File: src/hdl/b64le_pkg.sv
// Shared types and constants for the base64 line encoder.
// Holds the request and result payloads, the job descriptor and the symbol map.
// No dependencies.
`default_nettype none

package b64le_pkg;

    localparam int MAX_CHARS = 6;
    localparam int JOB_QUEUE_DEPTH = 4;

    localparam logic [6:0] CHAR_CR = 7'd13;
    localparam logic [6:0] CHAR_LF = 7'd10;
    localparam logic [6:0] CHAR_PAD = 7'd61;
    localparam logic [6:0] CHAR_PLUS = 7'd43;
    localparam logic [6:0] CHAR_SLASH = 7'd47;

    typedef struct packed {
        logic [7:0] data_byte;
        logic       is_final;
    } t_in_item;

    typedef struct packed {
        logic [6:0] out_char;
        logic       run_last;
    } t_out_item;

    typedef struct packed {
        logic [MAX_CHARS-1:0][6:0] chars;
        logic [2:0]                n_chars;
    } t_job;

    function automatic logic [6:0] sym_char(input logic [5:0] v);
        logic [6:0] c;
        if (v < 6'd26) begin
            c = 7'(v) + 7'd65;
        end else if (v < 6'd52) begin
            c = 7'(v) + 7'd71;
        end else if (v < 6'd62) begin
            c = 7'(v) - 7'd4;
        end else if (v == 6'd62) begin
            c = CHAR_PLUS;
        end else begin
            c = CHAR_SLASH;
        end
        return c;
    endfunction

endpackage

`default_nettype wire

File: src/hdl/b64le_front.sv
// Front end: takes raw bytes, keeps group phase, carry and line count,
// and turns each byte into a job of up to six characters. Uses b64le_pkg.
`default_nettype none

module b64le_front
    import b64le_pkg::*;
#(
    parameter int BYTES_PER_LINE = 57
) (
    input  wire logic     i_clk,
    input  wire logic     i_rst_n,
    input  wire logic     i_accept,
    input  wire t_in_item i_item,
    output t_job          o_job
);

    localparam int LW = $clog2(BYTES_PER_LINE + 1);

    logic [1:0]    r_phase, n_phase;
    logic [3:0]    r_carry, n_carry;
    logic [LW-1:0] r_count, n_count;
    logic [LW-1:0] w_inc;
    logic          w_line_end;
    logic [7:0]    w_b;
    logic [6:0]    w_s0, w_s1;

    assign w_b        = i_item.data_byte;
    assign w_inc      = r_count + LW'(1);
    assign w_line_end = i_item.is_final || (w_inc >= LW'(BYTES_PER_LINE));

    always_comb begin
        w_s0    = sym_char(w_b[7:2]);
        w_s1    = sym_char(w_b[5:0]);
        n_phase = r_phase;
        n_carry = r_carry;
        o_job   = '0;
        unique case (r_phase)
            2'd0: begin
                w_s0 = sym_char(w_b[7:2]);
                n_phase = 2'd1;
                n_carry = {2'b00, w_b[1:0]};
                o_job.chars[0] = w_s0;
                if (w_line_end) begin
                    o_job.chars[1] = sym_char({w_b[1:0], 4'b0000});
                    o_job.chars[2] = CHAR_PAD;
                    o_job.chars[3] = CHAR_PAD;
                    o_job.chars[4] = CHAR_CR;
                    o_job.chars[5] = CHAR_LF;
                    o_job.n_chars  = 3'd6;
                end else begin
                    o_job.n_chars = 3'd1;
                end
            end
            2'd1: begin
                w_s0 = sym_char({r_carry[1:0], w_b[7:4]});
                n_phase = 2'd2;
                n_carry = w_b[3:0];
                o_job.chars[0] = w_s0;
                if (w_line_end) begin
                    o_job.chars[1] = sym_char({w_b[3:0], 2'b00});
                    o_job.chars[2] = CHAR_PAD;
                    o_job.chars[3] = CHAR_CR;
                    o_job.chars[4] = CHAR_LF;
                    o_job.n_chars  = 3'd5;
                end else begin
                    o_job.n_chars = 3'd1;
                end
            end
            default: begin
                w_s0 = sym_char({r_carry, w_b[7:6]});
                n_phase = 2'd0;
                n_carry = 4'd0;
                o_job.chars[0] = w_s0;
                o_job.chars[1] = w_s1;
                if (w_line_end) begin
                    o_job.chars[2] = CHAR_CR;
                    o_job.chars[3] = CHAR_LF;
                    o_job.n_chars  = 3'd4;
                end else begin
                    o_job.n_chars = 3'd2;
                end
            end
        endcase
        n_count = w_inc;
        if (w_line_end) begin
            n_phase = 2'd0;
            n_carry = 4'd0;
            n_count = '0;
        end
    end

    always_ff @(posedge i_clk) begin
        if (!i_rst_n) begin
            r_phase <= 2'd0;
            r_carry <= 4'd0;
            r_count <= '0;
        end else if (i_accept) begin
            r_phase <= n_phase;
            r_carry <= n_carry;
            r_count <= n_count;
        end
    end

endmodule

`default_nettype wire

File: src/hdl/b64le_fifo.sv
// Job queue between the front end and the character back end.
// Small register array with read and write pointers. Uses b64le_pkg.
`default_nettype none

module b64le_fifo
    import b64le_pkg::*;
(
    input  wire logic i_clk,
    input  wire logic i_rst_n,
    input  wire logic i_wr,
    input  wire t_job i_wr_job,
    input  wire logic i_rd,
    output t_job      o_rd_job,
    output logic      o_full,
    output logic      o_empty
);

    localparam int QW = $clog2(JOB_QUEUE_DEPTH);

    t_job          r_mem [JOB_QUEUE_DEPTH];
    logic [QW-1:0] r_wr_ptr;
    logic [QW-1:0] r_rd_ptr;
    logic [QW:0]   r_level;
    logic          w_wr, w_rd;

    assign o_full   = (r_level == (QW+1)'(JOB_QUEUE_DEPTH));
    assign o_empty  = (r_level == '0);
    assign w_wr     = i_wr && !o_full;
    assign w_rd     = i_rd && !o_empty;
    assign o_rd_job = r_mem[r_rd_ptr];

    always_ff @(posedge i_clk) begin
        if (w_wr) begin
            r_mem[r_wr_ptr] <= i_wr_job;
        end
    end

    always_ff @(posedge i_clk) begin
        if (!i_rst_n) begin
            r_wr_ptr <= '0;
            r_rd_ptr <= '0;
            r_level  <= '0;
        end else begin
            if (w_wr) begin
                r_wr_ptr <= r_wr_ptr + QW'(1);
            end
            if (w_rd) begin
                r_rd_ptr <= r_rd_ptr + QW'(1);
            end
            unique case ({w_wr, w_rd})
                2'b10:   r_level <= r_level + (QW+1)'(1);
                2'b01:   r_level <= r_level - (QW+1)'(1);
                default: r_level <= r_level;
            endcase
        end
    end

endmodule

`default_nettype wire

File: src/hdl/b64le_back.sv
// Back end: walks the head job's characters into the result register one
// per cycle unless the consumer stalls, marking the last. Uses b64le_pkg.
`default_nettype none

module b64le_back
    import b64le_pkg::*;
(
    input  wire logic i_clk,
    input  wire logic i_rst_n,
    input  wire t_job i_job,
    input  wire logic i_job_valid,
    output logic      o_job_done,
    input  wire logic i_pop,
    output logic      o_empty,
    output t_out_item o_item
);

    logic [2:0] r_idx, n_idx;
    logic       r_valid;
    t_out_item  r_out;
    logic       w_load, w_last;

    assign w_load     = i_job_valid && (!r_valid || i_pop);
    assign w_last     = (r_idx == (i_job.n_chars - 3'd1));
    assign o_job_done = w_load && w_last;
    assign n_idx      = w_last ? 3'd0 : r_idx + 3'd1;
    assign o_empty    = !r_valid;
    assign o_item     = r_out;

    always_ff @(posedge i_clk) begin
        if (w_load) begin
            r_out.out_char <= i_job.chars[r_idx];
            r_out.run_last <= w_last;
        end
    end

    always_ff @(posedge i_clk) begin
        if (!i_rst_n) begin
            r_idx   <= 3'd0;
            r_valid <= 1'b0;
        end else begin
            if (w_load) begin
                r_idx <= n_idx;
            end
            if (w_load) begin
                r_valid <= 1'b1;
            end else if (i_pop) begin
                r_valid <= 1'b0;
            end
        end
    end

endmodule

`default_nettype wire

File: src/hdl/base64_line_encoder_unit.sv
// Top level of the base64 line encoder: front end, job queue and back end.
// Uses b64le_pkg, b64le_front, b64le_fifo and b64le_back.
`default_nettype none

// One request is one raw byte; it yields one to six characters (base64
// symbols, '=' padding, CR LF at each line end and after the final byte).
// Requests are taken one per cycle while the four-entry job queue has room;
// the back end sends one character per cycle unless the consumer stalls,
// and a byte makes one or two characters in mid-line, four to six at a line
// end, about 1.4 on average. A byte's first character is registered in the
// job queue, then in the result register, which holds a character while
// the consumer stalls; requests keep flowing until the queue is full.
module base64_line_encoder_unit
    import b64le_pkg::*;
#(
    parameter int BYTES_PER_LINE = 57
) (
    input  wire logic      i_clk,
    input  wire logic      i_rst_n,
    input  wire logic      push,
    output logic           full,
    input  wire t_in_item  i_in_item,
    output logic           empty,
    input  wire logic      pop,
    output t_out_item      o_out_item
);

    t_job w_front_job;
    t_job w_head_job;
    logic w_accept;
    logic w_q_empty;
    logic w_job_done;

    assign w_accept = push && !full;

    b64le_front #(
        .BYTES_PER_LINE(BYTES_PER_LINE)
    ) u_front (
        .i_clk   (i_clk),
        .i_rst_n (i_rst_n),
        .i_accept(w_accept),
        .i_item  (i_in_item),
        .o_job   (w_front_job)
    );

    b64le_fifo u_fifo (
        .i_clk   (i_clk),
        .i_rst_n (i_rst_n),
        .i_wr    (w_accept),
        .i_wr_job(w_front_job),
        .i_rd    (w_job_done),
        .o_rd_job(w_head_job),
        .o_full  (full),
        .o_empty (w_q_empty)
    );

    b64le_back u_back (
        .i_clk      (i_clk),
        .i_rst_n    (i_rst_n),
        .i_job      (w_head_job),
        .i_job_valid(!w_q_empty),
        .o_job_done (w_job_done),
        .i_pop      (pop),
        .o_empty    (empty),
        .o_item     (o_out_item)
    );

endmodule

`default_nettype wire

File: config.mk
export PLATFORM = sky130hd
export DESIGN_NAME = base64_line_encoder_unit
export DESIGN_NICKNAME = d
export VERILOG_FILES = /design/src/hdl/b64le_pkg.sv /design/src/hdl/b64le_front.sv /design/src/hdl/b64le_fifo.sv /design/src/hdl/b64le_back.sv /design/src/hdl/base64_line_encoder_unit.sv
export SDC_FILE = /design/constraint.sdc
export NUM_CORES = 1
export LEC_CHECK = 0
export BUFFER_PORTS_ARGS = -buffer_cell sky130_fd_sc_hd__buf_4
export CAP_MARGIN = 20
export CORE_MARGIN = 1
export CORE_UTILIZATION = 63
export CTS_CLUSTER_SIZE = 24
export DETAILED_ROUTE_END_ITERATION = 10
export PLACE_DENSITY = 0.85
export REMOVE_ABC_BUFFERS = 1
export SYNTH_ARGS = -nofsm -noshare
export SYNTH_HDL_FRONTEND = slang
export SYNTH_SLANG_ARGS = --single-unit
File: constraint.sdc
create_clock -name i_clk -period 4.5 [get_ports i_clk]
set_clock_uncertainty 0.05 [all_clocks]
set_input_delay 0.225 -clock i_clk [delete_from_list [all_inputs] [get_ports i_clk]]
set_output_delay 0.225 -clock i_clk [all_outputs]
set_load 0.05 [all_outputs]
-- Word-level counts from Yosys, hierarchy flattened
Memories as Yosys holds them, arrays and structs flattened. A register that Yosys moved wholly into a read port is not among the register bits.
Cells that the tools add are included.
- flip-flop bits (word level): 31
- bits in latches: 0
- bits in writable memories: 168
- ROM bits: 0
- input port bits: 13
- output and inout bits: 10
- logic and storage cells: 125
- memories kept: 1
- memory list (name ; depth ; bits a word ; rd ports ; clocked after Yosys merged registers in ; write ports ; line ; text):
    u_fifo.r_mem ; 4 ; 42 ; 1 ; 1 ; 1 ; b64le_fifo.sv:20 ; t_job r_mem [JOB_QUEUE_DEPTH];
- add/sub/neg operators: 25
- multiply operators: 0
- div/mod/pow operators: 0
- $lt $le $gt $ge: 20
- equality and inequality tests: 9
- shift-type cells: 0
- mux-type cells: 46
- bitwise operators: 0
- reductions and logical operators: 14
- operator list (cell ; count):
    7-bit two-way mux ; 19
    6-bit by 7-bit adder with 7-bit output, second input constant ; 12
    6-bit < comparator, second input constant ; 12
    31-bit one-hot mux with 2 select lines ; 1
    6-bit by 3-bit subtractor with 7-bit output, second input constant ; 6
    6-bit by 5-bit < comparator with 1-bit output, second input constant ; 6
    32-bit two-way mux ; 1
    25-bit two-way mux ; 1
    6-bit equality test, second input constant ; 4
    3-bit two-way mux ; 8
    7-bit binary-select mux with 3-bit select ; 1
    7-bit one-hot mux with 2 select lines ; 1
    11-bit two-way mux ; 1
    4-bit two-way mux ; 2
    4-bit one-hot mux with 2 select lines ; 1
    3-bit by 1-bit adder with 3-bit output, second input constant ; 2
    6-bit by 1-bit adder with 6-bit output, second input constant ; 1
    6-bit >= comparator, second input constant ; 1
    2-bit two-way mux ; 3
    6-bit two-way mux ; 1
    3-bit one-hot mux with 2 select lines ; 1
    3-bit by 1-bit subtractor with 3-bit output, second input constant ; 2
    1-bit logical AND ; 5
    2-bit by 1-bit adder with 2-bit output, second input constant ; 2
    other kinds (12) ; 20

-- Logic depth before layout (Yosys ltp)
- word-level depth: 7
- gate-level depth with buffers: 15
- gate-level depth less buffers: 12

-- By module
From an unflattened synthesis, not the netlist that was laid out.
- cell total of the unflattened synthesis: 764
- area, all modules: 10747.8 um^2
- by module, submodules not included (module ; times used ; cells each ; area an instance (um^2) ; sequential area each (um^2)):
    b64le_fifo ; 1 ; 289 ; 7029.2 ; 5585.4
    b64le_front ; 1 ; 401 ; 2839.0 ; 240.2
    b64le_back ; 1 ; 72 ; 862.1 ; 320.3
    base64_line_encoder_unit ; 1 ; 2 ; 17.5 ; 0.0

-- Least setup slack after synthesis
Ideal clock, no wire load.
- path type: register to register
- start: reg with a tool-made name
- end: reg u_fifo.r_level[2]
- setup time: 0.076 ns
- arrival time: 3.372 ns
- data required time: 4.374 ns
- slack: 1.002 ns
- stages on the path, launching flop included: 16
- path buffers: 3
- period minus slack after synthesis: 3.498 ns
- path through: dfxtp_1 > buf_4 > buf_4 > mux4_2 > inv_1 > ha_1 > xor2_1 > xnor2_1 > and4_1 > buf_4 > ha_1 > inv_1 > fa_1 > xor2_1 > or3_1 > a21boi_0
- RTL lines (item ; line ; text):
    to (signal assigned) ; b64le_fifo.sv:51 ; 2'b10: r_level <= r_level + (QW+1)'(1);
    to (signal assigned) ; b64le_fifo.sv:52 ; 2'b01: r_level <= r_level - (QW+1)'(1);
    to (signal assigned) ; b64le_fifo.sv:53 ; default: r_level <= r_level;
    to (decl) ; b64le_fifo.sv:23 ; logic [QW:0] r_level;

==> key figures <==
Run status
  • Outcome: finished clean

Synth
  • Mean Syn Cell Area: roughly 11 um2
  • Mapped cell area: approximately 7000 um2
  • Async SR Flop Fraction: 0%
  • #FFs+latches synth: between 100 and 150
  • Post-synth cell types: 66
  • Seq/Total Area, Yosys: between 40 and 50%
  • Syn Inst Count: a little over 600
  • Post-synth EDFFs: 96
  • Warnings from Yosys: 0
  • Ys flop type: edfxtp_1

Route
  • DRC violations left: 0
  • DR WL/cell: 21.2 um
  • First-pass iteration count of the detailed router: 8
  • Via count: between 5000 and 6000
  • Routed WL: approximately 17000 um
  • Via density: ~6.7
  • Starting DRC count in detailed routing: between 500 and 600
  • Final ANT Viol Nets: 0

Placed design
  • Routability cong.: between 0.9 and 1
  • Placed cell areas: around 7200 um2
  • HPWL Detailed: ~11000 um
  • Placed cell count: 752
  • Setup WS pre-CTS: roughly 0.8 ns
  • Number of port buffers: 22

Power
  • Leak: 2.85 nW
  • Power per standard cell area: around 460 nW/um2
  • Worst ir drop on vdd: ~0.41 mV

Floorplan
  • DIE AREA: about 11000 um2
  • Initial Util: between 60% and 70%
  • Core Area: roughly 11000 um2
  • Die height: around 110 um
  • Die width: 107 um
  • IO Count: 23
  • Row cnt: 38

Finish
  • Most frequent cells in the layout: edfxtp_1 (96), nand2_1 (57), a21oi_1 (35), inv_1 (33), ha_1 (33)
  • Share of cells above drive strength 1: between 10% and 20%
  • Nets@finish: 684
  • Final instance area: 7850 um2
  • Final non-filler cell total: 789
  • ANT cells: 0
  • Layout area overhead: 12.5%
  • FILL cells: slightly below 700
  • Leading cell type in the layout, fill and taps excluded: edfxtp_1

STA
  • Final Max Tran Viols: 0
  • Slew HR: between 20% and 30%
  • Slew @ Worst Pin: ~1.1 ns
  • Setup Viol. Count Final: 0
  • RSZ-0062 raised after global routing: false
  • Setup TNS Final: 0 ns
  • Min Tclk post-route: between 3 and 4 ns
  • Final Hold Fails: 0
  • Fin crit share: 85.3%
  • Fmax: about 260 MHz
  • Final setup margin: 0.660 ns

Clocking
  • TritonCTS clock tree: yes
  • Clk buf depth: 2
  • Clock sink count: 121
  • CTS Buf Count: 17
  • Htree depth: 4
  • Root Buffer: clkbuf_8
  • Clock slew at reported path FFs: 0.06 ns
  • Worst skew pair latency: between 0.5 and 0.6 ns

Global route
  • Global route total overflow: 0
  • Largest net degree at the start of global routing: 26
  • First-pass GRT wire length: ~26000 um
  • Initial antenna violation count: 0
  • Vias in the first global route: slightly above 5000
  • Total Routing Usage GR: between 20% and 30%

Run
  • Max-cap violations: 0

Setup path
  • RR Endpoint: u_fifo.r_level[2]$_SDFFE_PN0P_
  • Worst reg2reg path depth: 13
  • Critical path data arrival time: approximately 4.2 ns
  • Critical path capture point type: flip-flop
  • Startpoint Class: flip-flop
  • R2r setup slk: approximately 0.66 ns
  • Crit Path Class: reg2reg
  • CP Max Fanout: 12
  • CP required: between 4 and 5 ns

Worst hold path
  • Hold Startpoint: i_in_item[1]
  • Hold/Removal Path Class: in2reg
  • Hold path endpoint: u_front.r_carry[0]$_SDFFE_PN0P_
  • Worst hold stages: 4
per-layer routing:
| layer | up-vias | part of all wire [%] | track usage, % | wire [um] |
|---|---|---|---|---|
| met5 | - | 0 | 0 | 0 |
| met4 | 0 | 2.9 | 12.3 | 483 |
| met3 | 44 | 8.1 | 6.38 | 1360 |
| met2 | 293 | 51 | 51.0 | 8480 |
| met1 | 2562 | 38 | 37.1 | 6400 |
| li1 | 2370 | - | - | - |
cells by family after synthesis:
| kind of cell | after synthesis | synth area share [%] |
|---|---|---|
| buf+inv | 72 | 4.18 |
| mux | 43 | 10.2 |
| fa+ha+maj | 35 | 6.50 |
| simple gates | 182 | 13.5 |
| flops | 121 | 48.5 |
| xor+xnor | 20 | 2.62 |
| compound gates | 150 | 14.4 |
worst max-delay path, stage by stage, from the launching register on:
cell	delay [ns]
dfxtp_1	0.33
buf_4	0.26
mux4_2	0.56
inv_1	0.08
ha_1	0.18
xor2_1	0.18
xnor2_1	0.18
and4_1	0.37
ha_1	0.23
inv_1	0.06
fa_1	0.37
xor2_1	0.16
or3_1	0.35
a21boi_0	0.34
where the power goes:
group	switching, W	internal [W]	total (W)
registers	0.0000781	0.00138	0.00145
logic	0.000558	0.000337	0.000894
clock network	0.000460	0.000829	0.00129
how the worst max path moves through the flow:
stage,cells after the start,from,end
floorplan,12,flip-flop,u_fifo.r_level[2]$_SDFFE_PN0P_
global placement,13,flip-flop,u_fifo.r_level[2]$_SDFFE_PN0P_
detailed placement,13,flip-flop,u_fifo.r_level[2]$_SDFFE_PN0P_
CTS,13,flip-flop,u_fifo.r_level[2]$_SDFFE_PN0P_
global route,13,flip-flop,u_fifo.r_level[2]$_SDFFE_PN0P_
finish,13,flip-flop,u_fifo.r_level[2]$_SDFFE_PN0P_
state kept, by name, indices dropped and copies added, names as in the netlist, named ones only:
name             cells
u_fifo.r_mem        88
u_front.r_phase      2
u_front.r_carry      4
u_fifo.r_rd_ptr      2
u_back.r_idx         3
u_back.o_item        8
u_fifo.r_wr_ptr      2
u_front.r_count      6
u_back.r_valid       1
u_fifo.r_level       3
per-stage QoR:
stage	hold WS (ns)	power (W)	utilization (%)
2_1_floorplan	0.293	0.00206	-
3_3_place_gp	0.414	0.00228	66.6
3_5_place_dp	0.437	0.00232	66.6
4_1_cts	0.0587	0.00360	71.9
5_1_grt	0.0969	0.00376	72.7
6_report	0.0714	0.00364	72.7
final cells by class:
type                    count  area [um2]  share of cell area [%]
well taps                 140         175                    2.23
inverters                  34         128                    1.63
multi-input cells         430        3300                    42.0
flip-flops and latches    121        3380                    43.1
repair buffers             32         305                    3.89
clock buffers              20         425                    5.42
clock inverters            12         131                    1.67
Yosys cell counts, drive strengths merged, types with 2 or more instances:
cell	instances	share of area [%]
o31ai	5	0.54
o22ai	2	0.18
or3	7	0.63
o21ai	30	2.2
inv	33	1.8
a211oi	6	0.72
nand3	17	1.2
o211a	2	0.29
nor2	20	1.1
o221ai	2	0.25
nor4	6	0.54
or4	6	0.65
a22oi	3	0.32
nor3	11	0.79
mux2i	16	2.3
nor2b	7	0.63
clkbuf	25	1.3
o21a	3	0.32
nand3b	4	0.43
fa	2	0.57
mux2	5	0.81
and2	19	1.7
xor2	8	1.1
a21boi	11	1.2
and3	7	0.70
nor3b	3	0.32
or2	2	0.18
buf	13	1.0
o211ai	12	1.3
a221oi	2	0.25
a21o	7	0.75
nand2	57	3.1
xnor2	12	1.5
o41ai	2	0.25
ha	33	5.9
a21oi	36	2.6
mux4	22	7.1
edfxtp	96	41
o32ai	5	0.63
nand2b	12	1.1
a211o	3	0.38
a31oi	4	0.36
o311ai	6	0.75
dfxtp	25	7.2
what timing repair did:
| item | CTS | global route |
|---|---|---|
| resized for setup | 0 | 0 |
| endpoints found under the hold margin | 2 | 0 |
| hold buffers | 2 | 0 |
| buffers inserted | 0 | 0 |
Note: power is estimated with default switching activity, not from simulation.
